==> config.mk <==
export PLATFORM = sky130hd
export DESIGN_NAME = base64_stream_encoder
export DESIGN_NICKNAME = d
export VERILOG_FILES = /design/src/rtl/b64e_pkg.sv /design/src/rtl/b64e_front.sv /design/src/rtl/b64e_queue.sv /design/src/rtl/b64e_back.sv /design/src/rtl/base64_stream_encoder.sv
export VERILOG_INCLUDE_DIRS = /design/src /design/src/rtl
export SDC_FILE = /design/constraint.sdc
export NUM_CORES = 1
export LEC_CHECK = 0
export ABC_AREA = 1
export BUFFER_PORTS_ARGS = -buffer_cell sky130_fd_sc_hd__buf_2
export CORE_MARGIN = 2
export CORE_UTILIZATION = 55
export DETAILED_ROUTE_END_ITERATION = 7
export PLACE_DENSITY = 0.79
export SYNTH_ARGS = -nofsm -noshare
export SYNTH_HDL_FRONTEND = slang
export SYNTH_SLANG_ARGS = --single-unit
==> constraint.sdc <==
create_clock -name clk -period 5.56 [get_ports clk]
set_input_delay 0.556 -clock clk [delete_from_list [all_inputs] [get_ports clk]]
set_output_delay 0.556 -clock clk [all_outputs]
set_load 0.01 [all_outputs]
==> src/rtl/base64_stream_encoder_macros.svh <==
// ----------------------------------------------------------------------------
// Base64 stream encoder assertion macros
// Shared concurrent assertion wrappers, clocked on clk, quiet during reset.
// ----------------------------------------------------------------------------
`ifndef BASE64_STREAM_ENCODER_MACROS_SVH
`define BASE64_STREAM_ENCODER_MACROS_SVH

// Property holds at every edge outside reset.
`define B64E_ASSERT(label, prop, msg) \
  label: assert property (@(posedge clk) disable iff (!rst_n) prop) else $error(msg);

// Consequent holds in the cycle after the antecedent.
`define B64E_ASSERT_NEXT(label, ante, cons, msg) \
  label: assert property (@(posedge clk) disable iff (!rst_n) (ante) |=> (cons)) else $error(msg);

`endif

==> src/rtl/b64e_pkg.sv <==
// ----------------------------------------------------------------------------
// Base64 stream encoder package
// Transaction types, queue job format, alphabet constants and digit mapping.
// ----------------------------------------------------------------------------
package b64e_pkg;

  typedef struct packed {
    logic [7:0] data_byte;
    logic       message_last;
  } in_item_t;

  typedef struct packed {
    logic [7:0] out_char;
    logic       run_last;
    logic       message_end;
  } out_item_t;

  // One output symbol: a six-bit digit or a pad character
  typedef struct packed {
    logic       is_pad;
    logic [5:0] digit;
  } sym_t;

  // Everything one input byte produces: up to four symbols
  typedef struct packed {
    sym_t [3:0] syms;
    logic [1:0] last_idx;
    logic       msg_last;
  } job_t;

  typedef struct packed {
    logic url_alphabet;
    logic omit_padding;
  } cfg_t;

  localparam logic CFG_URL_ALPHABET = 1'b0;
  localparam logic CFG_OMIT_PADDING = 1'b1;

  localparam logic [7:0] PAD_CHAR     = 8'h3D;  // '='
  localparam logic [7:0] STD_CHAR_62  = 8'h2B;  // '+'
  localparam logic [7:0] STD_CHAR_63  = 8'h2F;  // '/'
  localparam logic [7:0] URL_CHAR_62  = 8'h2D;  // '-'
  localparam logic [7:0] URL_CHAR_63  = 8'h5F;  // '_'
  localparam logic [7:0] UPPER_BASE   = 8'h41;  // 'A' - 0
  localparam logic [7:0] LOWER_BASE   = 8'h47;  // 'a' - 26
  localparam logic [7:0] NUMERAL_BASE = 8'hFC;  // '0' - 52, modulo 256

  function automatic logic [7:0] digit_char(input logic [5:0] d, input logic url);
    logic [7:0] d8;
    d8 = {2'b00, d};
    if (d < 6'd26) begin
      digit_char = d8 + UPPER_BASE;
    end else if (d < 6'd52) begin
      digit_char = d8 + LOWER_BASE;
    end else if (d < 6'd62) begin
      digit_char = d8 + NUMERAL_BASE;
    end else if (d == 6'd62) begin
      digit_char = url ? URL_CHAR_62 : STD_CHAR_62;
    end else begin
      digit_char = url ? URL_CHAR_63 : STD_CHAR_63;
    end
  endfunction

endpackage

==> src/rtl/b64e_front.sv <==
// ----------------------------------------------------------------------------
// Base64 encoder front end
// Accepts bytes, tracks the group position and leftover bits, and builds one
// queue job per byte holding its digits and any padding.
// ----------------------------------------------------------------------------
`include "base64_stream_encoder_macros.svh"

module b64e_front (
  input  logic               clk,
  input  logic               rst_n,
  input  logic               in_valid,
  output logic               in_stall,
  input  b64e_pkg::in_item_t in_data,
  input  logic               omit_padding,
  input  logic               q_full,
  output logic               push,
  output b64e_pkg::job_t     push_job
);

  localparam logic [1:0] POS_0 = 2'd0;
  localparam logic [1:0] POS_1 = 2'd1;
  localparam logic [1:0] POS_2 = 2'd2;

  logic [1:0] pos_r, pos_nxt;
  logic [3:0] carry_r, carry_nxt;
  logic [7:0] b;
  logic       last;

  assign in_stall = q_full;
  assign push     = in_valid && !q_full;
  assign b        = in_data.data_byte;
  assign last     = in_data.message_last;

  always_comb begin
    push_job          = '0;
    push_job.msg_last = last;
    pos_nxt           = pos_r;
    carry_nxt         = carry_r;
    unique case (pos_r)
      POS_1: begin
        push_job.syms[0].digit = {carry_r[1:0], b[7:4]};
        push_job.syms[1].digit = {b[3:0], 2'b00};
        push_job.syms[2].is_pad = 1'b1;
        if (!last) begin
          push_job.last_idx = 2'd0;
        end else if (omit_padding) begin
          push_job.last_idx = 2'd1;
        end else begin
          push_job.last_idx = 2'd2;
        end
        pos_nxt   = POS_2;
        carry_nxt = b[3:0];
      end
      POS_2: begin
        push_job.syms[0].digit = {carry_r, b[7:6]};
        push_job.syms[1].digit = b[5:0];
        push_job.last_idx      = 2'd1;
        pos_nxt   = POS_0;
        carry_nxt = 4'd0;
      end
      default: begin
        // group start; the unused position behaves the same
        push_job.syms[0].digit  = b[7:2];
        push_job.syms[1].digit  = {b[1:0], 4'b0000};
        push_job.syms[2].is_pad = 1'b1;
        push_job.syms[3].is_pad = 1'b1;
        if (!last) begin
          push_job.last_idx = 2'd0;
        end else if (omit_padding) begin
          push_job.last_idx = 2'd1;
        end else begin
          push_job.last_idx = 2'd3;
        end
        pos_nxt   = POS_1;
        carry_nxt = {2'b00, b[1:0]};
      end
    endcase
    // a final byte closes the group
    if (last) begin
      pos_nxt   = POS_0;
      carry_nxt = 4'd0;
    end
  end

  always_ff @(posedge clk) begin
    if (!rst_n) begin
      pos_r   <= POS_0;
      carry_r <= 4'd0;
    end else if (push) begin
      pos_r   <= pos_nxt;
      carry_r <= carry_nxt;
    end
  end

  `B64E_ASSERT(a_carry_clear_at_start, (pos_r == POS_0) |-> (carry_r == 4'd0), "carry bits left at group start")
  `B64E_ASSERT_NEXT(a_last_restarts_group, push && last, pos_r == POS_0, "final byte did not restart group")
  `B64E_ASSERT(a_final_has_flush, (push && last) |-> (push_job.last_idx != 2'd0), "final byte without flush")

endmodule

==> src/rtl/b64e_queue.sv <==
// ----------------------------------------------------------------------------
// Base64 encoder job queue
// Short register queue between front and back end, one push and one pop a
// cycle, head visible without latency.
// ----------------------------------------------------------------------------
`include "base64_stream_encoder_macros.svh"

module b64e_queue #(
  parameter int DEPTH = 4
) (
  input  logic           clk,
  input  logic           rst_n,
  input  logic           push,
  input  b64e_pkg::job_t push_job,
  output logic           full,
  input  logic           pop,
  output b64e_pkg::job_t head,
  output logic           empty
);

  localparam int PTR_W = (DEPTH > 1) ? $clog2(DEPTH) : 1;
  localparam int CNT_W = $clog2(DEPTH + 1);

  b64e_pkg::job_t entries_r [DEPTH];
  logic [PTR_W-1:0] wr_ptr_r, wr_ptr_nxt;
  logic [PTR_W-1:0] rd_ptr_r, rd_ptr_nxt;
  logic [CNT_W-1:0] count_r, count_nxt;

  assign full  = (count_r == CNT_W'(DEPTH));
  assign empty = (count_r == '0);
  assign head  = entries_r[rd_ptr_r];

  always_comb begin
    wr_ptr_nxt = wr_ptr_r;
    rd_ptr_nxt = rd_ptr_r;
    count_nxt  = count_r;
    if (push) begin
      wr_ptr_nxt = (wr_ptr_r == PTR_W'(DEPTH - 1)) ? '0 : wr_ptr_r + 1'b1;
    end
    if (pop) begin
      rd_ptr_nxt = (rd_ptr_r == PTR_W'(DEPTH - 1)) ? '0 : rd_ptr_r + 1'b1;
    end
    if (push && !pop) begin
      count_nxt = count_r + 1'b1;
    end else if (pop && !push) begin
      count_nxt = count_r - 1'b1;
    end
  end

  always_ff @(posedge clk) begin
    if (!rst_n) begin
      wr_ptr_r <= '0;
      rd_ptr_r <= '0;
      count_r  <= '0;
    end else begin
      wr_ptr_r <= wr_ptr_nxt;
      rd_ptr_r <= rd_ptr_nxt;
      count_r  <= count_nxt;
    end
  end

  always_ff @(posedge clk) begin
    if (push) begin
      entries_r[wr_ptr_r] <= push_job;
    end
  end

  `B64E_ASSERT(a_no_overflow, push |-> !full, "push into full queue")
  `B64E_ASSERT(a_no_underflow, pop |-> !empty, "pop from empty queue")
  `B64E_ASSERT(a_count_bound, count_r <= CNT_W'(DEPTH), "queue count out of range")

endmodule

==> src/rtl/b64e_back.sv <==
// ----------------------------------------------------------------------------
// Base64 encoder back end
// Takes jobs from the queue and emits their characters one a cycle, while the
// output is not stalled and jobs are waiting, through a registered output stage.
// ----------------------------------------------------------------------------
`include "base64_stream_encoder_macros.svh"

module b64e_back (
  input  logic                clk,
  input  logic                rst_n,
  input  logic                url_alphabet,
  input  logic                q_empty,
  input  b64e_pkg::job_t      q_head,
  output logic                q_pop,
  output logic                out_valid,
  input  logic                out_stall,
  output b64e_pkg::out_item_t out_data
);

  logic                cur_valid_r, cur_valid_nxt;
  b64e_pkg::job_t      cur_job_r;
  logic [1:0]          idx_r, idx_nxt;
  logic                out_valid_r, out_valid_nxt;
  b64e_pkg::out_item_t out_data_r, out_data_nxt;
  b64e_pkg::sym_t      sym;
  logic                out_free;
  logic                emit;
  logic                done;

  assign out_valid = out_valid_r;
  assign out_data  = out_data_r;

  always_comb begin
    sym      = cur_job_r.syms[idx_r];
    out_free = !out_valid_r || !out_stall;
    emit     = out_free && cur_valid_r;
    done     = emit && (idx_r == cur_job_r.last_idx);
    // refill when no job is held, or as the current job hands over its final character
    q_pop    = !q_empty && (!cur_valid_r || done);

    cur_valid_nxt = cur_valid_r;
    idx_nxt       = idx_r;
    if (q_pop) begin
      cur_valid_nxt = 1'b1;
      idx_nxt       = 2'd0;
    end else if (done) begin
      cur_valid_nxt = 1'b0;
    end else if (emit) begin
      idx_nxt = idx_r + 1'b1;
    end

    out_valid_nxt = out_free ? emit : out_valid_r;
    out_data_nxt  = out_data_r;
    if (emit) begin
      out_data_nxt.out_char    = sym.is_pad ? b64e_pkg::PAD_CHAR
                                            : b64e_pkg::digit_char(sym.digit, url_alphabet);
      out_data_nxt.run_last    = (idx_r == cur_job_r.last_idx);
      out_data_nxt.message_end = (idx_r == cur_job_r.last_idx) && cur_job_r.msg_last;
    end
  end

  always_ff @(posedge clk) begin
    if (!rst_n) begin
      cur_valid_r <= 1'b0;
      idx_r       <= 2'd0;
      out_valid_r <= 1'b0;
    end else begin
      cur_valid_r <= cur_valid_nxt;
      idx_r       <= idx_nxt;
      out_valid_r <= out_valid_nxt;
    end
  end

  always_ff @(posedge clk) begin
    if (q_pop) begin
      cur_job_r <= q_head;
    end
    out_data_r <= out_data_nxt;
  end

  `B64E_ASSERT(a_end_on_run_last, (out_valid_r && out_data_r.message_end) |-> out_data_r.run_last, "message end off run boundary")
  `B64E_ASSERT(a_idx_in_job, cur_valid_r |-> (idx_r <= cur_job_r.last_idx), "symbol index past job end")
  `B64E_ASSERT_NEXT(a_pop_loads_job, q_pop, cur_valid_r && (idx_r == 2'd0), "popped job not loaded")

endmodule

==> src/rtl/base64_stream_encoder.sv <==
// A byte's job crosses the job queue, current-job register and output register in turn.
// Throughput: the back end emits one character a cycle unless stalled; a byte
// yields 1 or 2 characters (4 per 3 bytes), a final byte up to 4 with flush and padding.
// Input takes one byte a cycle until the QUEUE_DEPTH job queue fills.
// Reset (synchronous, rst_n low): group restarts, queue and output empty, config to 0.
// ----------------------------------------------------------------------------
// Base64 stream encoder
// Byte stream to Base64 characters, standard or URL-safe alphabet, optional
// padding; front end classifies bytes, back end emits characters.
// ----------------------------------------------------------------------------
module base64_stream_encoder #(
  parameter int QUEUE_DEPTH = 4
) (
  input  logic                clk,
  input  logic                rst_n,
  input  logic                in_valid,
  output logic                in_stall,
  input  b64e_pkg::in_item_t  in_data,
  output logic                out_valid,
  input  logic                out_stall,
  output b64e_pkg::out_item_t out_data,
  input  logic                cfg_we,
  input  logic                cfg_index,
  input  logic                cfg_wdata
);

  b64e_pkg::cfg_t cfg_r, cfg_nxt;
  logic           q_full;
  logic           q_empty;
  logic           push;
  logic           q_pop;
  b64e_pkg::job_t push_job;
  b64e_pkg::job_t q_head;

  always_comb begin
    cfg_nxt = cfg_r;
    if (cfg_we) begin
      unique case (cfg_index)
        b64e_pkg::CFG_URL_ALPHABET: cfg_nxt.url_alphabet = cfg_wdata;
        b64e_pkg::CFG_OMIT_PADDING: cfg_nxt.omit_padding = cfg_wdata;
        default: cfg_nxt = cfg_r;
      endcase
    end
  end

  always_ff @(posedge clk) begin
    if (!rst_n) begin
      cfg_r <= '0;
    end else begin
      cfg_r <= cfg_nxt;
    end
  end

  b64e_front u_front (
    .clk          (clk),
    .rst_n        (rst_n),
    .in_valid     (in_valid),
    .in_stall     (in_stall),
    .in_data      (in_data),
    .omit_padding (cfg_r.omit_padding),
    .q_full       (q_full),
    .push         (push),
    .push_job     (push_job)
  );

  b64e_queue #(
    .DEPTH (QUEUE_DEPTH)
  ) u_queue (
    .clk      (clk),
    .rst_n    (rst_n),
    .push     (push),
    .push_job (push_job),
    .full     (q_full),
    .pop      (q_pop),
    .head     (q_head),
    .empty    (q_empty)
  );

  b64e_back u_back (
    .clk          (clk),
    .rst_n        (rst_n),
    .url_alphabet (cfg_r.url_alphabet),
    .q_empty      (q_empty),
    .q_head       (q_head),
    .q_pop        (q_pop),
    .out_valid    (out_valid),
    .out_stall    (out_stall),
    .out_data     (out_data)
  );

endmodule

# Yosys cells after proc, flatten, opt, wreduce, memory -nomap -nowiden
# Memory sizes are Yosys's and may differ from the RTL's. A register that Yosys moved wholly into a read port is not among the register bits.
# Index checks and enable logic that the tools add are counted.
[totals]
ff_bits = 43
ramBits = 68
in_bits = 16
word_cells = 92
mem_count = 1
[classes]
addsub = 8
magnitude_cmp = 4
eq_ne = 7
n_mux = 28
bitwise_logic = 3
n_reduce_logical = 24
[mem_list]
columns = ["name", "words", "width", "rd", "rd_clocked_by_memory_dff", "write_ports", "line", "rtl"]
rows = [
  ["u_queue.entries_r", 4, 17, 1, 1, 1, "b64e_queue.sv:24", "b64e_pkg::job_t entries_r [DEPTH];"],
]
[ops]
columns = ["operator", "count"]
rows = [
  ["2-to-1 mux 8 bit", 4],
  ["adder 6 x 7 -> 8 bit, second input constant", 2],
  ["case mux 8 bit (2 select lines)", 1],
  ["binary-select mux 7 bit (select 2 bit)", 1],
  ["2-to-1 mux 2 bit", 7],
  ["2-to-1 mux 7 bit", 2],
  ["less-than comparator 6 bit, second input constant", 2],
  ["case mux 6 bit (2 select lines)", 1],
  ["2-to-1 mux 3 bit", 3],
  ["adder 7 x 3 -> 8 bit, second input constant", 1],
  ["case mux 4 bit (2 select lines)", 1],
  ["logical AND 1 bit", 7],
  ["zero test 1 bit", 7],
  ["adder 2 x 1 -> 2 bit, second input constant", 3],
  ["== test 2 bit, second input constant", 3],
  ["== test 6 bit, second input constant", 1],
  ["less-than comparator 6 x 5 -> 1 bit, second input constant", 1],
  ["2-to-1 mux 1 bit", 6],
  ["AND reduction 2 bit", 3],
  ["2-to-1 mux 4 bit", 1],
  ["case mux 2 bit (2 select lines)", 1],
  ["nonzero test 2 bit", 2],
  ["OR reduction 2 bit", 2],
  ["adder 3 x 1 -> 3 bit, second input constant", 1],
  ["other kinds (8)", 11],
]

# Depth between registers and ports, before layout
[depth]
depth_word = 9
ltp_mapped = 14
mapped_depth_nobuf = 13

# Cells and area by module
# A second synthesis with hierarchy kept.
[unflattened]
cells_unflattened = 707
hier_area_um2 = 8201.6
[by_module_without_submodules]
columns = ["module", "instances", "cells_per_inst", "area_each_um2", "seq_area_each_um2"]
rows = [
  ["b64e_queue", 1, 359, 5098.6, 3903.7],
  ["b64e_back", 1, 224, 2338.5, 1311.3],
  ["b64e_front", 1, 112, 676.9, 120.1],
  ["base64_stream_encoder", 1, 12, 87.6, 40.0],
]

# Worst setup path after synthesis
# OpenSTA, ideal clock, no wires.
[synth_timing]
path_kind = "input -> register"
startpoint = "input in_valid"
endpoint = "memory u_queue.entries_r[0][0] (netlist name), enable pin"
arrival_ns = 1.780
required_ns = 5.169
slack_ns = 3.390
stages = 5
cell_sequence = "inv_1 > nor2_2 > inv_2 > buf_2 > nor2_1"
[synth_between]
elab_chain_len = 3
[synth_rtl]
columns = ["item", "line", "rtl"]
rows = [
  ["start: declaration", "base64_stream_encoder.sv:16", "input logic in_valid,"],
  ["logical AND 1 bit", "b64e_front.sv:30", "assign push = in_valid && !q_full;"],
  ["named net push", "base64_stream_encoder.sv:30", "logic push;"],
  ["2-to-1 mux 1 bit", "b64e_queue.sv:63", "if (push) begin"],
  ["2-to-1 mux 1 bit (implied by the code)", "b64e_queue.sv:64", "entries_r[wr_ptr_r] <= push_job;"],
  ["end: declaration", "b64e_queue.sv:24", ""],
]
# The timed path passes the listed nets, and every way through them passes these cells.

# Final worst setup path
[layout_timing]
startpoint = "register u_back.idx_r[0]"
endpoint = "register u_queue.count_r[2]"
[layout_between]
elab_chain_len = 7
[layout_rtl]
columns = ["item", "line", "rtl"]
rows = [
  ["start: declaration", "b64e_back.sv:22", "logic [1:0] idx_r, idx_nxt;"],
  ["start signal: assignment", "b64e_back.sv:69", "idx_r <= idx_nxt;"],
  ["== test 2 bit *", "b64e_back.sv:37", "done = emit && (idx_r == cur_job_r.last_idx);"],
  ["logical AND 1 bit *", "b64e_back.sv:37", ""],
  ["logical OR 1 bit *", "b64e_back.sv:39", "q_pop = !q_empty && (!cur_valid_r || done);"],
  ["logical AND 1 bit *", "b64e_back.sv:39", ""],
  ["zero test 1 bit", "b64e_queue.sv:43", "if (push && !pop) begin"],
  ["logical AND 1 bit", "b64e_queue.sv:43", ""],
  ["2-to-1 mux 3 bit or nonzero test 2 bit (tied branches)", "n/a", ""],
  ["end signal: assignment", "b64e_queue.sv:58", "count_r <= count_nxt;"],
  ["end: declaration", "b64e_queue.sv:27", "logic [CNT_W-1:0] count_r, count_nxt;"],
]
# Mark *: on every way between the ends. The rest lies on a longest branch, timed or not.
# A chain may end at the register's enable or synchronous reset.

==> summary.txt <==
Run status
  – Status: completed

Clock network
  – Post-cts sizing count: 0
  – Clock root buffer: clkbuf_8
  – CTS tree: done
  – # clock sinks: approximately 110
  – Skew-Pair Late Insertion Delay: about 0.52 ns
  – Hold-fix buffers, CTS: 0
  – Post-CTS setup buffer count: 0
  – Clock buffer count from CTS: 17
  – H-tree depth: 4
  – CTS clk-pin slew, worst paths: approximately 0.05 ns
  – Clk buf depth: 2

Timing
  – Max-slew violation count: 0
  – Max frequency: about 0.43 GHz
  – Final WS setup: roughly 3.2 ns
  – Unrepaired setup endpoints after global routing: false
  – Slew @ Worst Pin: 0.9905 ns
  – Setup TNS: 0 ns
  – Final setup violating endpoints: 0
  – Worst Skew: just under 0.009 ns
  – Final Hold Fails: 0
  – Minimum clock period: 2.352 ns
  – Final cycle utilization of the critical path: about 42%
  – Worst slew margin: between 30% and 40%

Synthesis
  – Synth async-reset ratio: 0%
  – Syn Inst Count: approximately 490
  – Library cells used by synthesis: 39
  – Ys Warns: 0
  – #FFs+latches synth: 114
  – Top_reg_cell synth: edfxtp_1
  – Seq/Total Area, Yosys: around three fifths
  – Number of synthesized flops with an enable pin: between 90 and 100
  – Post-Syn Area per Cell: between 10 and 15 sq um
  – Post-Syn Area: between 0.005 and 0.006 sq mm
  – Syn Nets: around 520

Hold path
  – Hold/Removal Path Class: primary input to register

Worst setup path
  – Crit start category: register
  – Reg-to-reg startpoint: u_back.idx_r[0]
  – Kind of critical path: register to register
  – Critical Path End Type: register
  – Crit path from: u_back.idx_r[0]
  – Reg2Reg Capture Point: u_queue.count_r[2]
  – Critical path arrival: approximately 2.8 ns
  – Flop2flop setup slack: between 3 and 4 ns
  – Worst-case reg-to-reg path depth: 11
  – Crit path max fanout: 10
  – Worst EP required: approximately 6.0 ns
  – Worst Setup EP: u_queue.count_r[2]

Drt
  – Detailed router's first-iteration violation count: between 200 and 300
  – Routed Antenna Nets: 0
  – Routed wire length: 10570 um
  – Wire length per cell: approximately 16 um
  – Via density: around 5.5
  – First-pass DRT Iterations: 5
  – Drt drc: 0
  – Vias after detailed routing: 3709

Placed design
  – RePlAce Congestion: roughly 0.94
  – Area post-placement: about 0.0055 sq mm
  – Pre-CTS WS: 3.226 ns
  – Port Buffers: 27
  – Post-DP HPWL: roughly 6900 um

Floorplan
  – Die Y: just over 100 um
  – # IOs: 28
  – Row Count: 35
  – Core ar.: 0.009240 sq mm
  – Die X: around 100 um
  – Die Area: approximately 0.010 sq mm
  – Initial Utilization: between 50 and 60%

Cells and area
  – Layout cell share with drive strength beyond 1: between 10% and 20%
  – Post-route cell area: approximately 0.006 sq mm
  – Fin nets: roughly 560
  – Area Overhead vs Synth: 17.05%
  – Diodes inserted: 0

Global route
  – Wire length of the first global-routing pass: between 15000 and 20000 um
  – GR Overflow Total: 0
  – Vias in the first global route: between 3k and 4k
  – GRT Total Usage: 22.19%
  – Initial antenna violation count: 0
  – Largest net degree at the start of global routing: 38

Power
  – Internal cell power: 0.002408 W
  – Clock power share: 29.4%
  – Psw: around 0.0014 W
  – Flop pwr share: about a third
  – Combinational power share: 35.4%
  – VDD IR max: around 0.23 mV
  – Lkg Pwr: between 2 and 2.5 nW
  – Sw Ratio: a little over a third
  – Power per Cell Area: around 620 mW/mm^2

Job
  – MaxCap Viol Count: 0
per-stage QoR:
step	instances	util, %	power (W)	hold slack [ns]
2_1_floorplan	492	-	0.002346	0.4404
3_3_place_gp	638	59.38	0.002620	0.4591
3_5_place_dp	638	59.38	0.002673	0.4643
4_1_cts	670	66.09	0.003794	0.3020
5_1_grt	670	66.09	0.004024	0.3198
6_report	670	66.09	0.003790	0.3130
registers in the layout, indices dropped and copies added, names as in the netlist:
signal	cells
u_back.out_data	10
u_queue.wr_ptr_r	2
u_queue.count_r	3
u_front.carry_r	4
u_back.cur_valid_r	1
u_back.out_valid	1
cfg_r	2
u_back.cur_job_r	17
u_front.pos_r	2
u_queue.entries_r	68
u_back.idx_r	2
u_queue.rd_ptr_r	2
kinds of logic (layout without fill, tap and decap cells):
group	after synthesis	count (layout)	share of synthesized area, %
buf+inv	68	117	5.348
fa+ha+maj	14	14	3.501
simple gates	175	175	16.09
flops	114	114	61.97
compound gates	115	115	12.09
xor+xnor	6	6	1.007
area by class of cell:
cell class	count	area, sq um
clock buffers	21	471.7
clock inverters	11	148.9
fillers	695	3133
inverters	53	214.0
multi-input cells	310	1705
flip-flops and latches	114	3233
well taps	129	161.4
repair buffers	32	172.7
synthesized netlist by cell type (2+ instances only):
library cell	n	area, sq um
nand2_2	8	50.05
edfxtp_1	95	2853
o21ai_1	5	25.02
nand3_1	13	65.06
nand4_2	2	25.02
inv_1	43	161.4
nand4_1	2	12.51
nand2_1	61	229.0
a31oi_1	2	12.51
xor2_1	3	26.28
nor2_1	63	236.5
nor3_1	8	40.04
o21ai_0	51	255.2
a211oi_1	2	15.01
inv_2	5	18.77
nand2_4	5	56.30
a21oi_1	32	160.2
a22oi_1	2	15.01
o22ai_1	17	106.4
dfxtp_1	19	380.4
nor2_2	7	43.79
ha_1	13	162.7
xnor2_1	3	26.28
nand3_4	3	52.55
clkbuf_1	11	41.29
buf_1	2	7.510
inv_4	3	18.77
worst min path at each step:
stage	from	depth (start not counted)	endpoint
5_1_grt	out_stall	3	u_back.out_valid
3_3_place_gp	u_front.carry_r[2]	2	u_front.carry_r[2]
3_5_place_dp	u_front.carry_r[3]	2	u_front.carry_r[3]
6_report	cfg_wdata	3	cfg_r[0]
2_1_floorplan	u_front.carry_r[2]	2	u_front.carry_r[2]
4_1_cts	cfg_wdata	3	cfg_r[0]
per-layer routing:
metal	share of wire, %	global-route usage, %	vias up
li1	-	-	1784
met1	42	27.26	1733
met2	49	36.93	169
met5	0	0	-
met3	7.2	6.487	23
met4	2.0	9.148	0
worst max-delay path, cell delays in order, from the launching register on:
cell	delay, ns
dfxtp_1	0.62
xnor2_1	0.14
nand2_1	0.14
o21ai_1	0.10
nand2_2	0.13
ha_1	0.15
inv_1	0.06
fa_1	0.38
a21oi_1	0.15
o21ai_0	0.13
o21ai_0	0.17
a21oi_1	0.06
placed cells by master (no fill, tap or decap), types with 7 or more instances in the layout:
| cell type | count |
|---|---|
| nand3_1 | 13 |
| inv_1 | 43 |
| o21ai_0 | 51 |
| edfxtp_1 | 95 |
| nand2_2 | 8 |
| buf_2 | 27 |
| nand2_1 | 61 |
| nor2_2 | 7 |
| nor3_1 | 8 |
| o22ai_1 | 17 |
| dfxtp_1 | 19 |
| clkbuf_16 | 18 |
| nor2_1 | 63 |
| ha_1 | 13 |
| a21oi_1 | 32 |
power groups by stage:
stage          Combinational, W  Sequential, W  Clock (W)
2_1_floorplan           0.00101        0.00134          0
3_3_place_gp            0.00127        0.00135          0
3_5_place_dp            0.00132        0.00135          0
4_1_cts                 0.00133        0.00134    0.00112
5_1_grt                 0.00150        0.00136    0.00116
6_report                0.00134        0.00134    0.00111
(Power assumes the default switching activity.)
